[config.mk]
export PLATFORM = sky130hd
export DESIGN_NAME = utf8_stream_decoder_unit_flat
export DESIGN_NICKNAME = d
export VERILOG_FILES = /design/src/rtl/utf8d_pkg.sv /design/src/rtl/utf8d_channels.sv /design/src/rtl/utf8_stream_decoder_unit.sv /design/src/rtl/utf8d_front.sv /design/src/rtl/utf8d_queue.sv /design/src/rtl/utf8d_back.sv /design/src/flat_wrapper.sv
export SDC_FILE = /design/constraint.sdc
export NUM_CORES = 1
export LEC_CHECK = 0
export BUFFER_PORTS_ARGS = -buffer_cell sky130_fd_sc_hd__buf_4
export CORE_MARGIN = 3
export CORE_UTILIZATION = 55
export DETAILED_ROUTE_END_ITERATION = 8
export GPL_ROUTABILITY_DRIVEN = 0
export PLACE_DENSITY = 0.73
export SLEW_MARGIN = 30
export SYNTH_ARGS = -nofsm -noshare
export SYNTH_HDL_FRONTEND = slang
export SYNTH_SLANG_ARGS = --single-unit
[constraint.sdc]
create_clock -name i_clk -period 6.6 [get_ports i_clk]
set_input_delay 0.66 -clock i_clk [delete_from_list [all_inputs] [get_ports i_clk]]
set_output_delay 0.66 -clock i_clk [all_outputs]
set_load 0.1 [all_outputs]
[src/rtl/utf8d_pkg.sv]
package utf8d_pkg;

    // Fixed field widths of the byte and code point words.
    localparam int BYTE_W  = 8;
    localparam int CP_W    = 21;
    localparam int WIDTH_W = 3;
    localparam int ERRS_W  = 3;

    // Scalar value limits and the replacement character.
    localparam logic [CP_W-1:0] C_REPL    = 21'h00FFFD;
    localparam logic [CP_W-1:0] C_MAX_CP  = 21'h10FFFF;
    localparam logic [CP_W-1:0] C_SUR_LO  = 21'h00D800;
    localparam logic [CP_W-1:0] C_SUR_HI  = 21'h00DFFF;
    localparam logic [CP_W-1:0] C_MIN_TWO = 21'h000080;
    localparam logic [CP_W-1:0] C_MIN_THR = 21'h000800;
    localparam logic [CP_W-1:0] C_MIN_FOU = 21'h010000;

    // Command for the output side: a run of replacement words followed
    // by at most one trailing word, which is a decoded scalar value.
    typedef struct packed {
        logic [ERRS_W-1:0]  n_err;
        logic               tail_valid;
        logic [CP_W-1:0]    tail_cp;
        logic [WIDTH_W-1:0] tail_width;
        logic               tail_ctl;
    } t_cmd;

endpackage

[src/rtl/utf8d_channels.sv]
interface utf8d_in_if;
    logic       valid;
    logic       ready;
    logic [7:0] text_byte;
    logic       end_of_text;

    modport source (output valid, output text_byte, output end_of_text, input ready);
    modport sink   (input valid, input text_byte, input end_of_text, output ready);
endinterface

interface utf8d_out_if;
    logic        valid;
    logic        ready;
    logic [20:0] code_point;
    logic [2:0]  byte_count;
    logic        is_error;
    logic        is_control;
    logic        last_of_run;

    modport source (output valid, output code_point, output byte_count, output is_error,
                    output is_control, output last_of_run, input ready);
    modport sink   (input valid, input code_point, input byte_count, input is_error,
                    input is_control, input last_of_run, output ready);
endinterface

[src/rtl/utf8_stream_decoder_unit.sv]
// Channel   Dir  Payload                                              Word moves when
// i_in      in   text_byte[7:0], end_of_text                          valid & ready
// o_out     out  code_point[20:0], byte_count[2:0], is_error,         valid & ready
//                is_control, last_of_run
//
// One byte word is taken per cycle while the command queue has room. Each byte
// yields zero to four result words, and the output stage sends one per cycle
// while the consumer is ready, so the rate is one byte per cycle until bursts of
// replacements or a stalled consumer fill the queue.
// Reset is synchronous and active low; it closes any open sequence and empties
// the queue and output register. Either side may stall on its own.
module utf8_stream_decoder_unit #(
    parameter int QUEUE_DEPTH = 4
) (
    input  logic        i_clk,
    input  logic        i_rst_n,
    utf8d_in_if.sink    i_in,
    utf8d_out_if.source o_out
);
    import utf8d_pkg::*;

    // The front decodes each byte against the open sequence and turns it into
    // one command: how many replacement words to send and whether a decoded
    // value follows them. A byte that only opens or extends a sequence gives no command.
    logic w_push;
    t_cmd w_push_cmd;
    logic w_q_full;

    // The back side expands commands into result words.
    logic w_q_valid;
    t_cmd w_q_cmd;
    logic w_pop;

    utf8d_front u_front (
        .i_clk    (i_clk),
        .i_rst_n  (i_rst_n),
        .i_in     (i_in),
        .i_q_full (w_q_full),
        .o_push   (w_push),
        .o_cmd    (w_push_cmd)
    );

    // A short queue decouples the byte side from the result side, so a
    // stalled consumer does not immediately stop byte intake.
    utf8d_queue #(
        .DEPTH (QUEUE_DEPTH)
    ) u_queue (
        .i_clk   (i_clk),
        .i_rst_n (i_rst_n),
        .i_push  (w_push),
        .i_cmd   (w_push_cmd),
        .o_full  (w_q_full),
        .i_pop   (w_pop),
        .o_valid (w_q_valid),
        .o_cmd   (w_q_cmd)
    );

    // The back walks through a command one word per cycle while the consumer is ready
    // and marks the final word of each byte's run.
    utf8d_back u_back (
        .i_clk   (i_clk),
        .i_rst_n (i_rst_n),
        .i_valid (w_q_valid),
        .i_cmd   (w_q_cmd),
        .o_pop   (w_pop),
        .o_out   (o_out)
    );

`ifndef NO_ASSERTIONS
    // Replacement words always carry U+FFFD, width one and no control flag.
    a_err_word: assert property (@(posedge i_clk) disable iff (!i_rst_n)
        o_out.valid && o_out.is_error |->
            o_out.code_point == C_REPL && o_out.byte_count == 3'd1 && !o_out.is_control)
        else $error("replacement word malformed");

    // A decoded single byte word must be ASCII.
    a_one_byte: assert property (@(posedge i_clk) disable iff (!i_rst_n)
        o_out.valid && !o_out.is_error && o_out.byte_count == 3'd1 |->
            o_out.code_point < C_MIN_TWO)
        else $error("single byte word out of ASCII range");

    // Decoded values never exceed the scalar range or fall in the surrogates.
    a_scalar: assert property (@(posedge i_clk) disable iff (!i_rst_n)
        o_out.valid && !o_out.is_error |->
            o_out.code_point <= C_MAX_CP &&
            (o_out.code_point < C_SUR_LO || o_out.code_point > C_SUR_HI))
        else $error("decoded value is not a scalar value");
`endif

endmodule

[src/rtl/utf8d_front.sv]
module utf8d_front (
    input  logic            i_clk,
    input  logic            i_rst_n,
    utf8d_in_if.sink        i_in,
    input  logic            i_q_full,
    output logic            o_push,
    output utf8d_pkg::t_cmd o_cmd
);
    import utf8d_pkg::*;

    logic [1:0]      r_exp, n_exp;
    logic [1:0]      r_rcv, n_rcv;
    logic [CP_W-1:0] r_part, n_part;

    logic            w_accept;
    logic            w_open;
    logic            w_cont;
    logic [CP_W-1:0] w_val;
    logic [1:0]      w_rcv;
    logic            w_bad;
    logic [ERRS_W-1:0] w_flush;
    t_cmd            w_cmd;

    function automatic logic f_ctl(input logic [CP_W-1:0] cp);
        logic res;
        res = 1'b0;
        if (cp <= 21'h1F) begin
            res = (cp != 21'h09) && (cp != 21'h0A) && (cp != 21'h0D);
        end else if (cp == 21'h7F) begin
            res = 1'b1;
        end else if (cp >= 21'h80 && cp <= 21'h9F) begin
            res = 1'b1;
        end
        return res;
    endfunction

    assign i_in.ready = !i_q_full;
    assign w_accept   = i_in.valid && !i_q_full;
    assign w_open     = (r_exp != 2'd0);
    assign w_cont     = (i_in.text_byte[7:6] == 2'b10);
    assign w_val      = {r_part[CP_W-7:0], i_in.text_byte[5:0]};
    assign w_rcv      = r_rcv + 2'd1;
    assign w_flush    = w_open ? ({1'b0, r_rcv} + 3'd1) : 3'd0;

    always_comb begin
        w_bad = ((r_exp == 2'd1) && (w_val < C_MIN_TWO)) ||
                ((r_exp == 2'd2) && (w_val < C_MIN_THR)) ||
                ((r_exp == 2'd3) && (w_val < C_MIN_FOU)) ||
                (w_val > C_MAX_CP) ||
                ((w_val >= C_SUR_LO) && (w_val <= C_SUR_HI));
    end

    always_comb begin
        n_exp  = r_exp;
        n_rcv  = r_rcv;
        n_part = r_part;
        w_cmd  = '0;
        if (w_open && w_cont) begin
            if (w_rcv == r_exp) begin
                // Sequence complete: either the scalar value or one
                // replacement for every byte of the sequence.
                if (w_bad) begin
                    w_cmd.n_err = {1'b0, r_exp} + 3'd1;
                end else begin
                    w_cmd.tail_valid = 1'b1;
                    w_cmd.tail_cp    = w_val;
                    w_cmd.tail_width = {1'b0, r_exp} + 3'd1;
                    w_cmd.tail_ctl   = f_ctl(w_val);
                end
                n_exp  = 2'd0;
                n_rcv  = 2'd0;
                n_part = '0;
            end else if (i_in.end_of_text) begin
                w_cmd.n_err = {1'b0, w_rcv} + 3'd1;
                n_exp  = 2'd0;
                n_rcv  = 2'd0;
                n_part = '0;
            end else begin
                n_rcv  = w_rcv;
                n_part = w_val;
            end
        end else begin
            // Any open sequence is broken; the byte then starts afresh.
            w_cmd.n_err = w_flush;
            n_exp  = 2'd0;
            n_rcv  = 2'd0;
            n_part = '0;
            if (!i_in.text_byte[7]) begin
                w_cmd.tail_valid = 1'b1;
                w_cmd.tail_cp    = {13'd0, i_in.text_byte};
                w_cmd.tail_width = 3'd1;
                w_cmd.tail_ctl   = f_ctl({13'd0, i_in.text_byte});
            end else if (i_in.text_byte[7:5] == 3'b110 ||
                         i_in.text_byte[7:4] == 4'b1110 ||
                         i_in.text_byte[7:3] == 5'b11110) begin
                if (i_in.end_of_text) begin
                    w_cmd.n_err = w_flush + 3'd1;
                end else if (i_in.text_byte[7:5] == 3'b110) begin
                    n_exp  = 2'd1;
                    n_part = {16'd0, i_in.text_byte[4:0]};
                end else if (i_in.text_byte[7:4] == 4'b1110) begin
                    n_exp  = 2'd2;
                    n_part = {17'd0, i_in.text_byte[3:0]};
                end else begin
                    n_exp  = 2'd3;
                    n_part = {18'd0, i_in.text_byte[2:0]};
                end
            end else begin
                w_cmd.n_err = w_flush + 3'd1;
            end
        end
    end

    assign o_push = w_accept && ((w_cmd.n_err != 3'd0) || w_cmd.tail_valid);
    assign o_cmd  = w_cmd;

    always_ff @(posedge i_clk) begin
        if (!i_rst_n) begin
            r_exp  <= 2'd0;
            r_rcv  <= 2'd0;
            r_part <= '0;
        end else if (w_accept) begin
            r_exp  <= n_exp;
            r_rcv  <= n_rcv;
            r_part <= n_part;
        end
    end

endmodule

[src/rtl/utf8d_queue.sv]
module utf8d_queue #(
    parameter int DEPTH = 4
) (
    input  logic            i_clk,
    input  logic            i_rst_n,
    input  logic            i_push,
    input  utf8d_pkg::t_cmd i_cmd,
    output logic            o_full,
    input  logic            i_pop,
    output logic            o_valid,
    output utf8d_pkg::t_cmd o_cmd
);
    import utf8d_pkg::*;

    localparam int PW = (DEPTH > 1) ? $clog2(DEPTH) : 1;
    localparam int CW = $clog2(DEPTH + 1);
    localparam logic [PW-1:0] LAST_PTR = PW'(DEPTH - 1);
    localparam logic [CW-1:0] FULL_CNT = CW'(DEPTH);

    t_cmd          r_mem [DEPTH];
    logic [PW-1:0] r_wr, r_rd;
    logic [CW-1:0] r_cnt;
    logic          w_push, w_pop;

    assign o_full  = (r_cnt == FULL_CNT);
    assign o_valid = (r_cnt != '0);
    assign o_cmd   = r_mem[r_rd];
    assign w_push  = i_push && !o_full;
    assign w_pop   = i_pop && o_valid;

    always_ff @(posedge i_clk) begin
        if (w_push) begin
            r_mem[r_wr] <= i_cmd;
        end
    end

    always_ff @(posedge i_clk) begin
        if (!i_rst_n) begin
            r_wr  <= '0;
            r_rd  <= '0;
            r_cnt <= '0;
        end else begin
            if (w_push) begin
                r_wr <= (r_wr == LAST_PTR) ? '0 : r_wr + PW'(1);
            end
            if (w_pop) begin
                r_rd <= (r_rd == LAST_PTR) ? '0 : r_rd + PW'(1);
            end
            if (w_push && !w_pop) begin
                r_cnt <= r_cnt + CW'(1);
            end else if (w_pop && !w_push) begin
                r_cnt <= r_cnt - CW'(1);
            end
        end
    end

endmodule

[src/rtl/utf8d_back.sv]
module utf8d_back (
    input  logic            i_clk,
    input  logic            i_rst_n,
    input  logic            i_valid,
    input  utf8d_pkg::t_cmd i_cmd,
    output logic            o_pop,
    utf8d_out_if.source     o_out
);
    import utf8d_pkg::*;

    logic [1:0]         r_idx;
    logic               r_valid;
    logic [CP_W-1:0]    r_cp;
    logic [WIDTH_W-1:0] r_width;
    logic               r_err;
    logic               r_ctl;
    logic               r_last;

    logic [ERRS_W-1:0]  w_total;
    logic               w_is_err;
    logic               w_last;
    logic               w_load;

    assign w_total  = i_cmd.n_err + {2'd0, i_cmd.tail_valid};
    assign w_is_err = ({1'b0, r_idx} < i_cmd.n_err);
    assign w_last   = (({1'b0, r_idx} + 3'd1) == w_total);
    assign w_load   = i_valid && (!r_valid || o_out.ready);
    assign o_pop    = w_load && w_last;

    always_ff @(posedge i_clk) begin
        if (w_load) begin
            r_cp    <= w_is_err ? C_REPL : i_cmd.tail_cp;
            r_width <= w_is_err ? 3'd1 : i_cmd.tail_width;
            r_err   <= w_is_err;
            r_ctl   <= w_is_err ? 1'b0 : i_cmd.tail_ctl;
            r_last  <= w_last;
        end
    end

    always_ff @(posedge i_clk) begin
        if (!i_rst_n) begin
            r_idx   <= 2'd0;
            r_valid <= 1'b0;
        end else begin
            if (w_load) begin
                r_idx   <= w_last ? 2'd0 : r_idx + 2'd1;
                r_valid <= 1'b1;
            end else if (o_out.ready) begin
                r_valid <= 1'b0;
            end
        end
    end

    assign o_out.valid       = r_valid;
    assign o_out.code_point  = r_cp;
    assign o_out.byte_count  = r_width;
    assign o_out.is_error    = r_err;
    assign o_out.is_control  = r_ctl;
    assign o_out.last_of_run = r_last;

endmodule

[src/flat_wrapper.sv]
// flat-port wrapper written by rule: the top's interface ports become plain ports
module utf8_stream_decoder_unit_flat import utf8d_pkg::*;
#(
    parameter int QUEUE_DEPTH = 4
)
  (i_clk, i_rst_n, i_in_valid, i_in_text_byte, i_in_end_of_text, i_in_ready, o_out_valid, o_out_code_point, o_out_byte_count, o_out_is_error, o_out_is_control, o_out_last_of_run, o_out_ready);
  utf8d_in_if i_in_i ();
  utf8d_out_if o_out_i ();
  input  logic i_clk;
  input  logic i_rst_n;
  input wire logic [$bits(i_in_i.valid)-1:0] i_in_valid;
  input wire logic [$bits(i_in_i.text_byte)-1:0] i_in_text_byte;
  input wire logic [$bits(i_in_i.end_of_text)-1:0] i_in_end_of_text;
  output wire logic [$bits(i_in_i.ready)-1:0] i_in_ready;
  output wire logic [$bits(o_out_i.valid)-1:0] o_out_valid;
  output wire logic [$bits(o_out_i.code_point)-1:0] o_out_code_point;
  output wire logic [$bits(o_out_i.byte_count)-1:0] o_out_byte_count;
  output wire logic [$bits(o_out_i.is_error)-1:0] o_out_is_error;
  output wire logic [$bits(o_out_i.is_control)-1:0] o_out_is_control;
  output wire logic [$bits(o_out_i.last_of_run)-1:0] o_out_last_of_run;
  input wire logic [$bits(o_out_i.ready)-1:0] o_out_ready;
  assign i_in_i.valid = i_in_valid;
  assign i_in_i.text_byte = i_in_text_byte;
  assign i_in_i.end_of_text = i_in_end_of_text;
  assign i_in_ready = i_in_i.ready;
  assign o_out_valid = o_out_i.valid;
  assign o_out_code_point = o_out_i.code_point;
  assign o_out_byte_count = o_out_i.byte_count;
  assign o_out_is_error = o_out_i.is_error;
  assign o_out_is_control = o_out_i.is_control;
  assign o_out_last_of_run = o_out_i.last_of_run;
  assign o_out_i.ready = o_out_ready;
  utf8_stream_decoder_unit #(.QUEUE_DEPTH(QUEUE_DEPTH)) u_core (.i_clk(i_clk), .i_rst_n(i_rst_n), .i_in(i_in_i), .o_out(o_out_i));
endmodule
==> results of run 1 <==
## registers in the layout, summed over array words and instances (netlist names), named ones only
register	cells
u_core.u_front.r_exp	2
u_core.u_queue.r_wr	2
u_core.u_back.o_out.byte_count	3
u_core.u_back.o_out.is_control	1
u_core.u_back.o_out.valid	1
u_core.u_front.r_rcv	2
u_core.u_queue.r_cnt	3
u_core.u_back.r_idx	2
u_core.u_back.o_out.code_point	21
u_core.u_back.o_out.is_error	1
u_core.u_queue.r_rd	2
u_core.u_front.r_part	15
u_core.u_queue.r_mem	116
u_core.u_back.o_out.last_of_run	1
## final cells by class
class	count	area, µm²
Multi-Input combinational cell	280	2300
Timing Repair Buffer	45	338
Sequential cell	174	4920
Tap cell	172	215
Clock inverter	11	143
Inverter	18	67.6
Clock buffer	21	460
Fill cell	894	4430
## per-stage QoR
step | setup WS, ns | utilization | instances
global placement | 2.87 | 0.609 | 689
global route | 2.48 | 0.656 | 721
CTS | 2.78 | 0.656 | 721
detailed placement | 2.81 | 0.609 | 689
finish | 2.83 | 0.656 | 721
floorplan | 2.72 | - | 494
## critical path: stages, from the launching register on
cell	delay (ns)
dfxtp_1	0.49
inv_1	0.13
ha_1	0.31
or3b_1	0.52
nor4_1	0.45
a211oi_1	0.16
o221a_4	0.31
inv_2	0.08
ha_1	0.19
inv_1	0.06
fa_1	0.37
xor2_1	0.17
or3_1	0.29
a21boi_0	0.16
## synth_stat cells (3+ instances only)
master,instances
edfxtp_1,143
nand2_1,41
and2_1,31
dfxtp_1,31
mux4_2,29
or3_1,20
a21oi_1,18
clkbuf_1,18
ha_1,17
inv_1,16
nor2b_1,15
nor2_1,14
nand4_1,8
xnor2_1,8
mux2i_1,7
nor3_1,7
nor4_1,5
o21ai_0,5
xor2_1,5
a211oi_1,4
a22oi_1,4
nand3_1,4
a21boi_0,3
a31oi_1,3
and3_1,3
nand2b_1,3
o211ai_1,3
## power by group through the flow
stage	Combinational [mW]	Clock, mW	Sequential (mW)
final	1.23	1.01	1.45
after global routing	1.31	1.07	1.46
after CTS	1.25	1.02	1.45
after detailed placement	1.25	0	1.47
after global placement	1.23	0	1.47
after floorplan	0.464	0	1.99
## worst min path at each step
stage	startpoint	depth (start not counted)	to	slack, ns
floorplan	u_core.u_front.r_part[1]$_SDFFE_PN0P_	2	u_core.u_front.r_part[7]$_SDFFE_PN0P_	0.45
global route	u_core.u_front.r_part[1]$_SDFFE_PN0P_	2	u_core.u_front.r_part[7]$_SDFFE_PN0P_	0.50
finish	u_core.u_front.r_part[1]$_SDFFE_PN0P_	2	u_core.u_front.r_part[7]$_SDFFE_PN0P_	0.47
global placement	u_core.u_back.o_out.valid$_SDFFE_PN0P_	2	u_core.u_back.o_out.valid$_SDFFE_PN0P_	0.46
CTS	u_core.u_front.r_part[1]$_SDFFE_PN0P_	2	u_core.u_front.r_part[7]$_SDFFE_PN0P_	0.48
detailed placement	u_core.u_front.r_part[1]$_SDFFE_PN0P_	2	u_core.u_front.r_part[7]$_SDFFE_PN0P_	0.47
## kinds of logic after synthesis
kind of cell,Yosys count,synth area share
AND/OR/NAND/NOR,156,0.113
flip-flops,174,0.667
multiplexers,37,0.0997
XOR/XNOR,13,0.0155
AO/OA/AOI/OAI,56,0.0523
adder cells (fa/ha/maj),18,0.0316
buffers and inverters,40,0.0207
## metal layers
layer | routed length, µm | vias to the layer above | part of all wire
met2 | 6640 | 136 | 0.49
met1 | 5910 | 2063 | 0.43
met3 | 892 | 14 | 0.066
li1 | - | 1962 | -
met4 | 154 | 0 | 0.011
met5 | 0 | - | 0
==> impl_results.md, run 1 <==
- Worst reg-to-reg path cell count: 13
- Fin crit period: 3.77 ns
- I/O pins: 42
- Switching portion of total power: 0.365
- Routed len/inst: 18.8 µm
- Inserted Diodes: 0
- Final Cycle Share: 0.572
- Initial drt markers: 442
- GRT Resource Usage Total: 0.199
- Area contributors post-synth: edfxtp_1 (58%), mux4_2 (8.9%), dfxtp_1 (8.4%)
- Row cnt: 41
- Die Ht: 122 µm
- Critical Path End Type: flip-flop
- Max H-tree Level: 4
- PortBufs: 41
- Synth top area share: 0.583
- Cell taking the most area after synthesis: edfxtp_1
- Number of enable flip-flop cells after synthesis: 143
- Hold_ws: 0.474 ns
- Final HPWL DP: 8750 µm
- Slew @ Worst Pin: 0.813 ns
- Crit start category: flip-flop
- Worst vdd ir: 0.171 mV
- Largest net degree at the start of global routing: 30
- GRT busiest layer: met2
- Register bit total from synthesis: 174
- Clock slew seen by the registers of the worst setup and hold paths: 0.06 ns
- Initial Util: 0.572
- Hold WC Path Type: flip-flop to flip-flop
- Seq/Total Area, Yosys: 0.667
- DR vias: 4175
- Combinational power share: 0.334
- Gr ovfl total: 0
- Slew margin rel.: 0.458
- Core ar.: 0.0129 mm²
- Routed WL: 13600 µm
- CP endpoint: u_core.u_queue.r_cnt[2]$_SDFFE_PN0P_
- Worst r2r src: u_core.u_front.r_exp[0]$_SDFFE_PN0P_
- Worst Setup SP: u_core.u_front.r_exp[0]$_SDFFE_PN0P_
- Clock Power Share: 0.273
- FMAX: 265 MHz
- Met2 usage: 0.318
- Design area: 0.00844 mm²
- Setup bufs post-CTS: 0
- Met1 usage: 0.274
- Total power: 3.69 mW
- CTS buffer count: 17
- Clk_lat worst skew: 0.42 ns
- Clock Tree Buf Depth: 2
- Fin. max-slew vios: 0
- CTS tree: done
- RSZ-0062 raised after global routing: no
- PostCTS Resize Cnt: 0
- CTS sink count: 174
- Drt first pass iters: 5
- Switching pwr: 1.34 mW
- Root Buffer: clkbuf_16
- Syn Nets: 525
- Status: complete, no violations
- Share of layout cells above drive strength 1: 0.209
- R2R setup slack: 2.83 ns
- Vias in the first global route: 4260
- Mean Syn Cell Area: 14.9 µm²
- Area delta synth->final: 14.6%
- Critical path type: flip-flop to flip-flop
- Pwr per Cell Area: 437 mW/mm²
- Ys Warns: 0
- Clk_skew: 0.00782 ns
- Cell internal pwr: 2.34 mW
- CP arrival: 4.12 ns
- DRC: 0
- Sequential Power Share: 0.393
- Mapped Cells: 494
- Initial antenna violation count: 0
- Commonest cells after routing, fill and taps aside: edfxtp_1 (143), buf_4 (45), nand2_1 (41)
- Cts hold-fix bufs: 0
- Reg2reg end: u_core.u_queue.r_cnt[2]$_SDFFE_PN0P_
- Final nets: 567
- MaxCap Viol Count: 0
- Final ANT Viol Nets: 0
- Ys async rst share: 0
- Most common cell after layout, fill and taps aside: edfxtp_1
- Critical path peak fanout: 9
- Prevailing post-synth register cell: edfxtp_1
- Worst path required time: 6.94 ns
- GR Util met3: 0.0487
- Die area: 0.0148 mm²
- Leak pwr: 2.93 nW
- Die W: 122 µm
- Final hold violation count: 0
- Vias/cell: 5.79
- Setup_tns: 0 ns
- DP Area: 0.00784 mm²
- Final setup fails: 0
- First-pass GRT wire length: 22000 µm
- Synth Cell Area: 0.00737 mm²
- Cell variety after synth: 50
Note: power is estimated with default switching activity, not from simulation.
==> run 2, diff against run 1 <==
--- a/config.mk
+++ b/config.mk
@@ -5,6 +5,7 @@
 export SDC_FILE = /design/constraint.sdc
 export NUM_CORES = 1
 export LEC_CHECK = 0
+export ABC_AREA = 1
 export BUFFER_PORTS_ARGS = -buffer_cell sky130_fd_sc_hd__buf_4
 export CORE_MARGIN = 3
 export CORE_UTILIZATION = 55
==> constraint.sdc (replaced) <==
create_clock -name i_clk -period 3.5 [get_ports i_clk]
set_input_delay 0.35 -clock i_clk [delete_from_list [all_inputs] [get_ports i_clk]]
set_output_delay 0.35 -clock i_clk [all_outputs]
set_load 0.1 [all_outputs]
==> run 2 against run 1 <==
Effect of this change: maximum frequency up 15%; cell area up 0.76%; synthesized cell count up 34%; clock skew up 0.00089 ns; critical path type unchanged; largest cell class unchanged; largest power group unchanged; highest routed layer unchanged.
==> impl_results.md, run 2 <==
- Slack of the critical path: 0.224 ns
- Die area: 0.0149 mm²
- Critical path type: flip-flop to flip-flop
- RSZ-0062 raised after global routing: no
- Delay-heaviest family, CP: adder cells
- Design area: 0.00851 mm²
- Most common cell after layout, fill and taps aside: edfxtp_1
- Area contributors post-synth: edfxtp_1 (58%), dfxtp_1 (8.4%), nor2_1 (6.8%)
- GRT Resource Usage Total: 0.219
- Routed len/inst: 17.1 µm
- Final nets: 736
- Final setup fails: 0
- Register bit total from synthesis: 174
- Most flops, register: u_core.u_queue.r_mem
- Share of layout cells above drive strength 1: 0.169
- Largest regs: u_core.u_queue.r_mem x116, u_core.u_back.o_out.code_point x21, u_core.u_front.r_part x15
- Synth Cell Area: 0.00742 mm²
- DRC: 0
- Hold_ws: 0.214 ns
- Pwr per Cell Area: 818 mW/mm²
- Worst-path cell chain: inv_2 -> o21ai_0 -> o22ai_1 -> ha_1 -> ha_1 -> or2_2 -> a21oi_1 -> nand2_1 -> nor2_1 -> inv_1 -> ha_1 -> inv_1 -> fa_1 -> o21ai_0 -> a21oi_1
- Number of enable flip-flop cells after synthesis: 143
- FMAX: 305 MHz
- CP arrival: 3.59 ns
- Seq/Total Area, Yosys: 0.662
- Fin crit period: 3.28 ns
- Gr ovfl total: 0
- Max H-tree Level: 4
- Clock Tree Buf Depth: 2
- Final HPWL DP: 9690 µm
- Drt first pass iters: 6
- Area delta synth->final: 14.6%
- Worst vdd ir: 0.407 mV
- Clk_skew: 0.00872 ns
- Final Cycle Share: 0.936
- Crit start category: flip-flop
- Clock slew seen by the registers of the worst setup and hold paths: 0.06 ns
- Mean Syn Cell Area: 11.2 µm²
- Most frequent CP cell: ha_1
- Slew margin rel.: 0.452
- DR vias: 5025
- Row cnt: 41
- PortBufs: 41
- Final hold violation count: 0
- Setup bufs post-CTS: 0
- Initial Util: 0.574
- Vias/cell: 5.65
- Critical Path End Type: flip-flop
- Critical path peak fanout: 17
- Core ar.: 0.0129 mm²
- Non-Filler Instances: 890
- Most frequent cell after synthesis: edfxtp_1
- Total power: 6.96 mW
- Initial drt markers: 511
- Post-Place Setup Slack: 0.211 ns
- Hold WC Path Type: input port to flip-flop
- Initial antenna violation count: 0
- Setup_tns: 0 ns
- Clk_lat worst skew: 0.42 ns
- Die Ht: 122 µm
- DP Area: 0.00795 mm²
- Area of the multi-input gates: 0.00214 mm²
- CTS sink count: 174
- Commonest cells in the netlist: edfxtp_1 (143), nor2_1 (134), o21ai_0 (67)
- Ys Warns: 0
- Root Buffer: clkbuf_16
- DP Cell Count: 858
- Ys async rst share: 0
- Cell variety after synth: 45
- First-pass GRT wire length: 24900 µm
- Status: complete, no violations
- Core Util, Final: 0.658
- Inserted Diodes: 0
- I/O pins: 42
- Largest register FFs: 116
- Fill cells: 1000
- MaxCap Viol Count: 0
- Syn Nets: 691
- Vias in the first global route: 4961
- Cts hold-fix bufs: 0
- Crit-path max cell delay: 0.41 ns
- Routed WL: 15200 µm
- Leak pwr: 3.19 nW
- CTS buffer count: 17
- Die W: 122 µm
- Mapped Cells: 660
- Largest net degree at the start of global routing: 51
- Prevailing post-synth register cell: edfxtp_1
- Worst path required time: 3.81 ns
- Cell taking the most area after synthesis: edfxtp_1
- Commonest cells after routing, fill and taps aside: edfxtp_1 (143), nor2_1 (130), o21ai_0 (67)
- Reg area: 0.00492 mm²
- CTS tree: done
- Critical Path Slowest Stage Cell: dfxtp_2
- Synth top area share: 0.579
- Slew @ Worst Pin: 0.814 ns
- Fin. max-slew vios: 0
- Critical path buffers and inverters: 3
- Final ANT Viol Nets: 0
[run 2: cell types whose count changed after synthesis, sizes merged, moves of 20 or more]
| cell | before | now |
|---|---|---|
| mux4 | 29 | 0 |
| inv | 18 | 68 |
| and2 | 31 | 0 |
| nor2 | 14 | 140 |
| o21ai | 7 | 71 |
| or3 | 20 | 0 |
[run 2: final timing paths]
kind | cells after the start | endpoint | startpoint | slack [ns]
worst min register to register | 2 | u_core.u_front.r_part[12]$_SDFFE_PN0P_ | u_core.u_front.r_part[12]$_SDFFE_PN0P_ | 0.50
worst max register to register | 15 | u_core.u_queue.r_cnt[1]$_SDFFE_PN0P_ | flip-flop | 0.22
worst max-delay path | 15 | u_core.u_queue.r_cnt[1]$_SDFFE_PN0P_ | flip-flop | 0.22
worst min-delay path | 3 | u_core.u_front.r_part[0]$_SDFFE_PN0P_ | i_in_text_byte[0] | 0.21
[run 2: layout make-up]
cell class | count | area share
flip-flops and latches | 174 | 0.578
inverters | 69 | 0.0304
multi-input cells | 389 | 0.252
repair buffers | 54 | 0.0491
clock inverters | 10 | 0.0107
clock buffers | 22 | 0.0546
well taps | 172 | 0.0253
[run 2: cells by family after synthesis]
logic type	synth area share
and+or+nand+nor	0.132
DFF	0.662
AOI/OAI and AO/OA	0.115
buffers and inverters	0.0526
adders and majority gates	0.0314
xor gates and xnor gates	0.00708
[run 2: report_power, final]
group	switching [mW]	leakage (nW)	total, mW	internal (mW)
Clock	0.747	0.259	1.76	1.01
Sequential	0.127	1.60	2.78	2.65
Combinational	1.87	1.33	2.42	0.550
Total	2.74	3.19	6.96	4.22
[run 2: worst min-delay path, delay by kind of cell]
kind	cells	cell delay [ns]
buf+inv	1	0.13
simple gates	1	0.06
compound gates	1	0.05
[run 2: routing by layer]
layer | track usage | wire [µm]
met5 | 0 | 0
met4 | 0.0861 | 343
met3 | 0.0492 | 1050
met2 | 0.364 | 7410
met1 | 0.283 | 6410
[run 2: timing repair]
item,4_1_cts,5_1_grt
endpoints found under the setup margin,0,2
resized for setup,0,2
hold endpoints to repair,0,0
==> run 3, diff against run 2 <==
--- a/config.mk
+++ b/config.mk
@@ -6,7 +6,7 @@
 export NUM_CORES = 1
 export LEC_CHECK = 0
 export ABC_AREA = 1
-export BUFFER_PORTS_ARGS = -buffer_cell sky130_fd_sc_hd__buf_4
+export BUFFER_PORTS_ARGS = -buffer_cell sky130_fd_sc_hd__buf_2
 export CORE_MARGIN = 3
 export CORE_UTILIZATION = 55
 export DETAILED_ROUTE_END_ITERATION = 8
==> run 3 against run 2 <==
Effect of this change: via count is 2.5% lower; cell area is 0.88% lower; clock skew fell by 0.0028 ns; global-route usage is 0.86 points lower; largest power group unchanged; flip-flop and latch count did not move; critical endpoint unchanged; combinational power fell by 5%; first-iteration DRC count is 0.59% lower.
==> impl_results.md, run 3 (synthesized netlist as in run 2, its figures left out) <==
- Status: complete, no violations
- CTS sink count: 174
- FMAX: 315 MHz
- PortBufs: 41
- Worst vdd ir: 0.321 mV
- Most common cell after layout, fill and taps aside: edfxtp_1
- Die Ht: 122 µm
- I/O pins: 42
- Worst path required time: 3.82 ns
- Final HPWL DP: 9350 µm
- Hold WC Path Type: input port to flip-flop
- Largest regs: u_core.u_queue.r_mem x116, u_core.u_back.o_out.code_point x21, u_core.u_front.r_part x15
- Initial drt markers: 508
- Critical path peak fanout: 10
- Final setup fails: 0
- CP arrival: 3.50 ns
- Drt first pass iters: 5
- Cts hold-fix bufs: 0
- Commonest cells after routing, fill and taps aside: edfxtp_1 (143), nor2_1 (130), o21ai_0 (67)
- Gr ovfl total: 0
- Post-Place Setup Slack: 0.255 ns
- Clk_lat worst skew: 0.43 ns
- Final hold violation count: 0
- Cell internal pwr: 4.30 mW
- Final nets: 735
- Combinational power share: 0.330
- RSZ-0062 raised after global routing: no
- Clock slew seen by the registers of the worst setup and hold paths: 0.06 ns
- Area delta synth->final: 13.6%
- Fin. max-slew vios: 0
- Die area: 0.0149 mm²
- Crit start category: flip-flop
- Initial antenna violation count: 0
- GRT Resource Usage Total: 0.211
- Design area: 0.00843 mm²
- Total power: 7.00 mW
- Critical Path End Type: flip-flop
- First-pass GRT wire length: 23600 µm
- Routed len/inst: 16.4 µm
- Slew margin rel.: 0.429
- Initial Util: 0.574
- Slack of the critical path: 0.320 ns
- DP Area: 0.00783 mm²
- Routed WL: 14600 µm
- Share of layout cells above drive strength 1: 0.165
- Pwr per Cell Area: 830 mW/mm²
- DP Cell Count: 857
- Final Cycle Share: 0.908
- CTS buffer count: 17
- Row cnt: 41
- Die W: 122 µm
- Final ANT Viol Nets: 0
- Non-Filler Instances: 888
- Most flops, register: u_core.u_queue.r_mem
- Leak pwr: 3.17 nW
- Clock Tree Buf Depth: 2
- Slew @ Worst Pin: 0.848 ns
- Largest net degree at the start of global routing: 53
- Inserted Diodes: 0
- Critical path type: flip-flop to flip-flop
- Max H-tree Level: 4
- Switching portion of total power: 0.386
- Vias in the first global route: 4741
- DR vias: 4899
- CTS tree: done
- MaxCap Viol Count: 0
- Switching pwr: 2.70 mW
- Largest register FFs: 116
- Root Buffer: clkbuf_16
- Fin crit period: 3.18 ns
- DRC: 0
- Clock Power Share: 0.275
- Setup_tns: 0 ns
- Clk_skew: 0.00590 ns
- Core Util, Final: 0.652
- Vias/cell: 5.52
- Hold_ws: 0.218 ns
- Sequential Power Share: 0.396
- Core ar.: 0.0129 mm²
run 3: cell count changes in the layout (fill, tap and decap cells not counted), sizes merged:
| cell | before | now |
|---|---|---|
| bufinv | 1 | 4 |
| clkbuf | 22 | 19 |
| clkinv | 4 | 7 |
| clkinvlp | 5 | 2 |
| buf | 54 | 53 |
| inv | 69 | 68 |
run 3: power by group through the flow:
stage	logic (mW)	registers [mW]	clock network, mW
after floorplan	0.949	3.70	0
after global placement	2.27	2.80	0
after detailed placement	2.32	2.81	0
after CTS	2.32	2.77	1.94
after global routing	2.50	2.80	2.05
final	2.31	2.77	1.92
run 3: timing repair:
item	4_1_cts	5_1_grt
setup endpoints to repair	0	2
gates resized for setup	0	2
setup buffers	0	0
hold endpoints to repair	0	0
run 3: critical path: stages, from the launching register on:
cell and delay [ns]:
dfxtp_2 0.41, inv_2 0.09, o21ai_0 0.15, o22ai_1 0.12, ha_1 0.22, ha_1 0.29
or2_2 0.30, a21oi_1 0.13, nand2_1 0.10, nor2_1 0.20, inv_1 0.12, ha_1 0.19
inv_1 0.10, fa_1 0.41, o21ai_0 0.16, a21oi_1 0.06
run 3: final cells by class:
class	instances	area [µm²]
multi-input cells	389	2140
flip-flops and latches	174	4920
clock buffers	19	433
well taps	172	215
repair buffers	53	295
clock inverters	12	170
fillers	991	4500
inverters	69	259
run 3: final timing paths:
| kind | from | endpoint | slack (ns) | cells after the start |
|---|---|---|---|---|
| worst max-delay path | flip-flop | u_core.u_queue.r_cnt[1]$_SDFFE_PN0P_ | 0.32 | 15 |
| worst min-delay path | i_in_text_byte[0] | u_core.u_front.r_part[0]$_SDFFE_PN0P_ | 0.22 | 3 |
| worst max register to register | flip-flop | u_core.u_queue.r_cnt[1]$_SDFFE_PN0P_ | 0.32 | 15 |
| worst min register to register | u_core.u_front.r_part[3]$_SDFFE_PN0P_ | u_core.u_front.r_part[3]$_SDFFE_PN0P_ | 0.50 | 2 |
run 3: layer usage:
layer	GRT usage	vias to the layer above	wire length (µm)
met1	0.282	2315	6400
met2	0.331	172	6870
li1	-	2388	-
met4	0.0770	0	330
met5	0	-	0
met3	0.0604	24	968
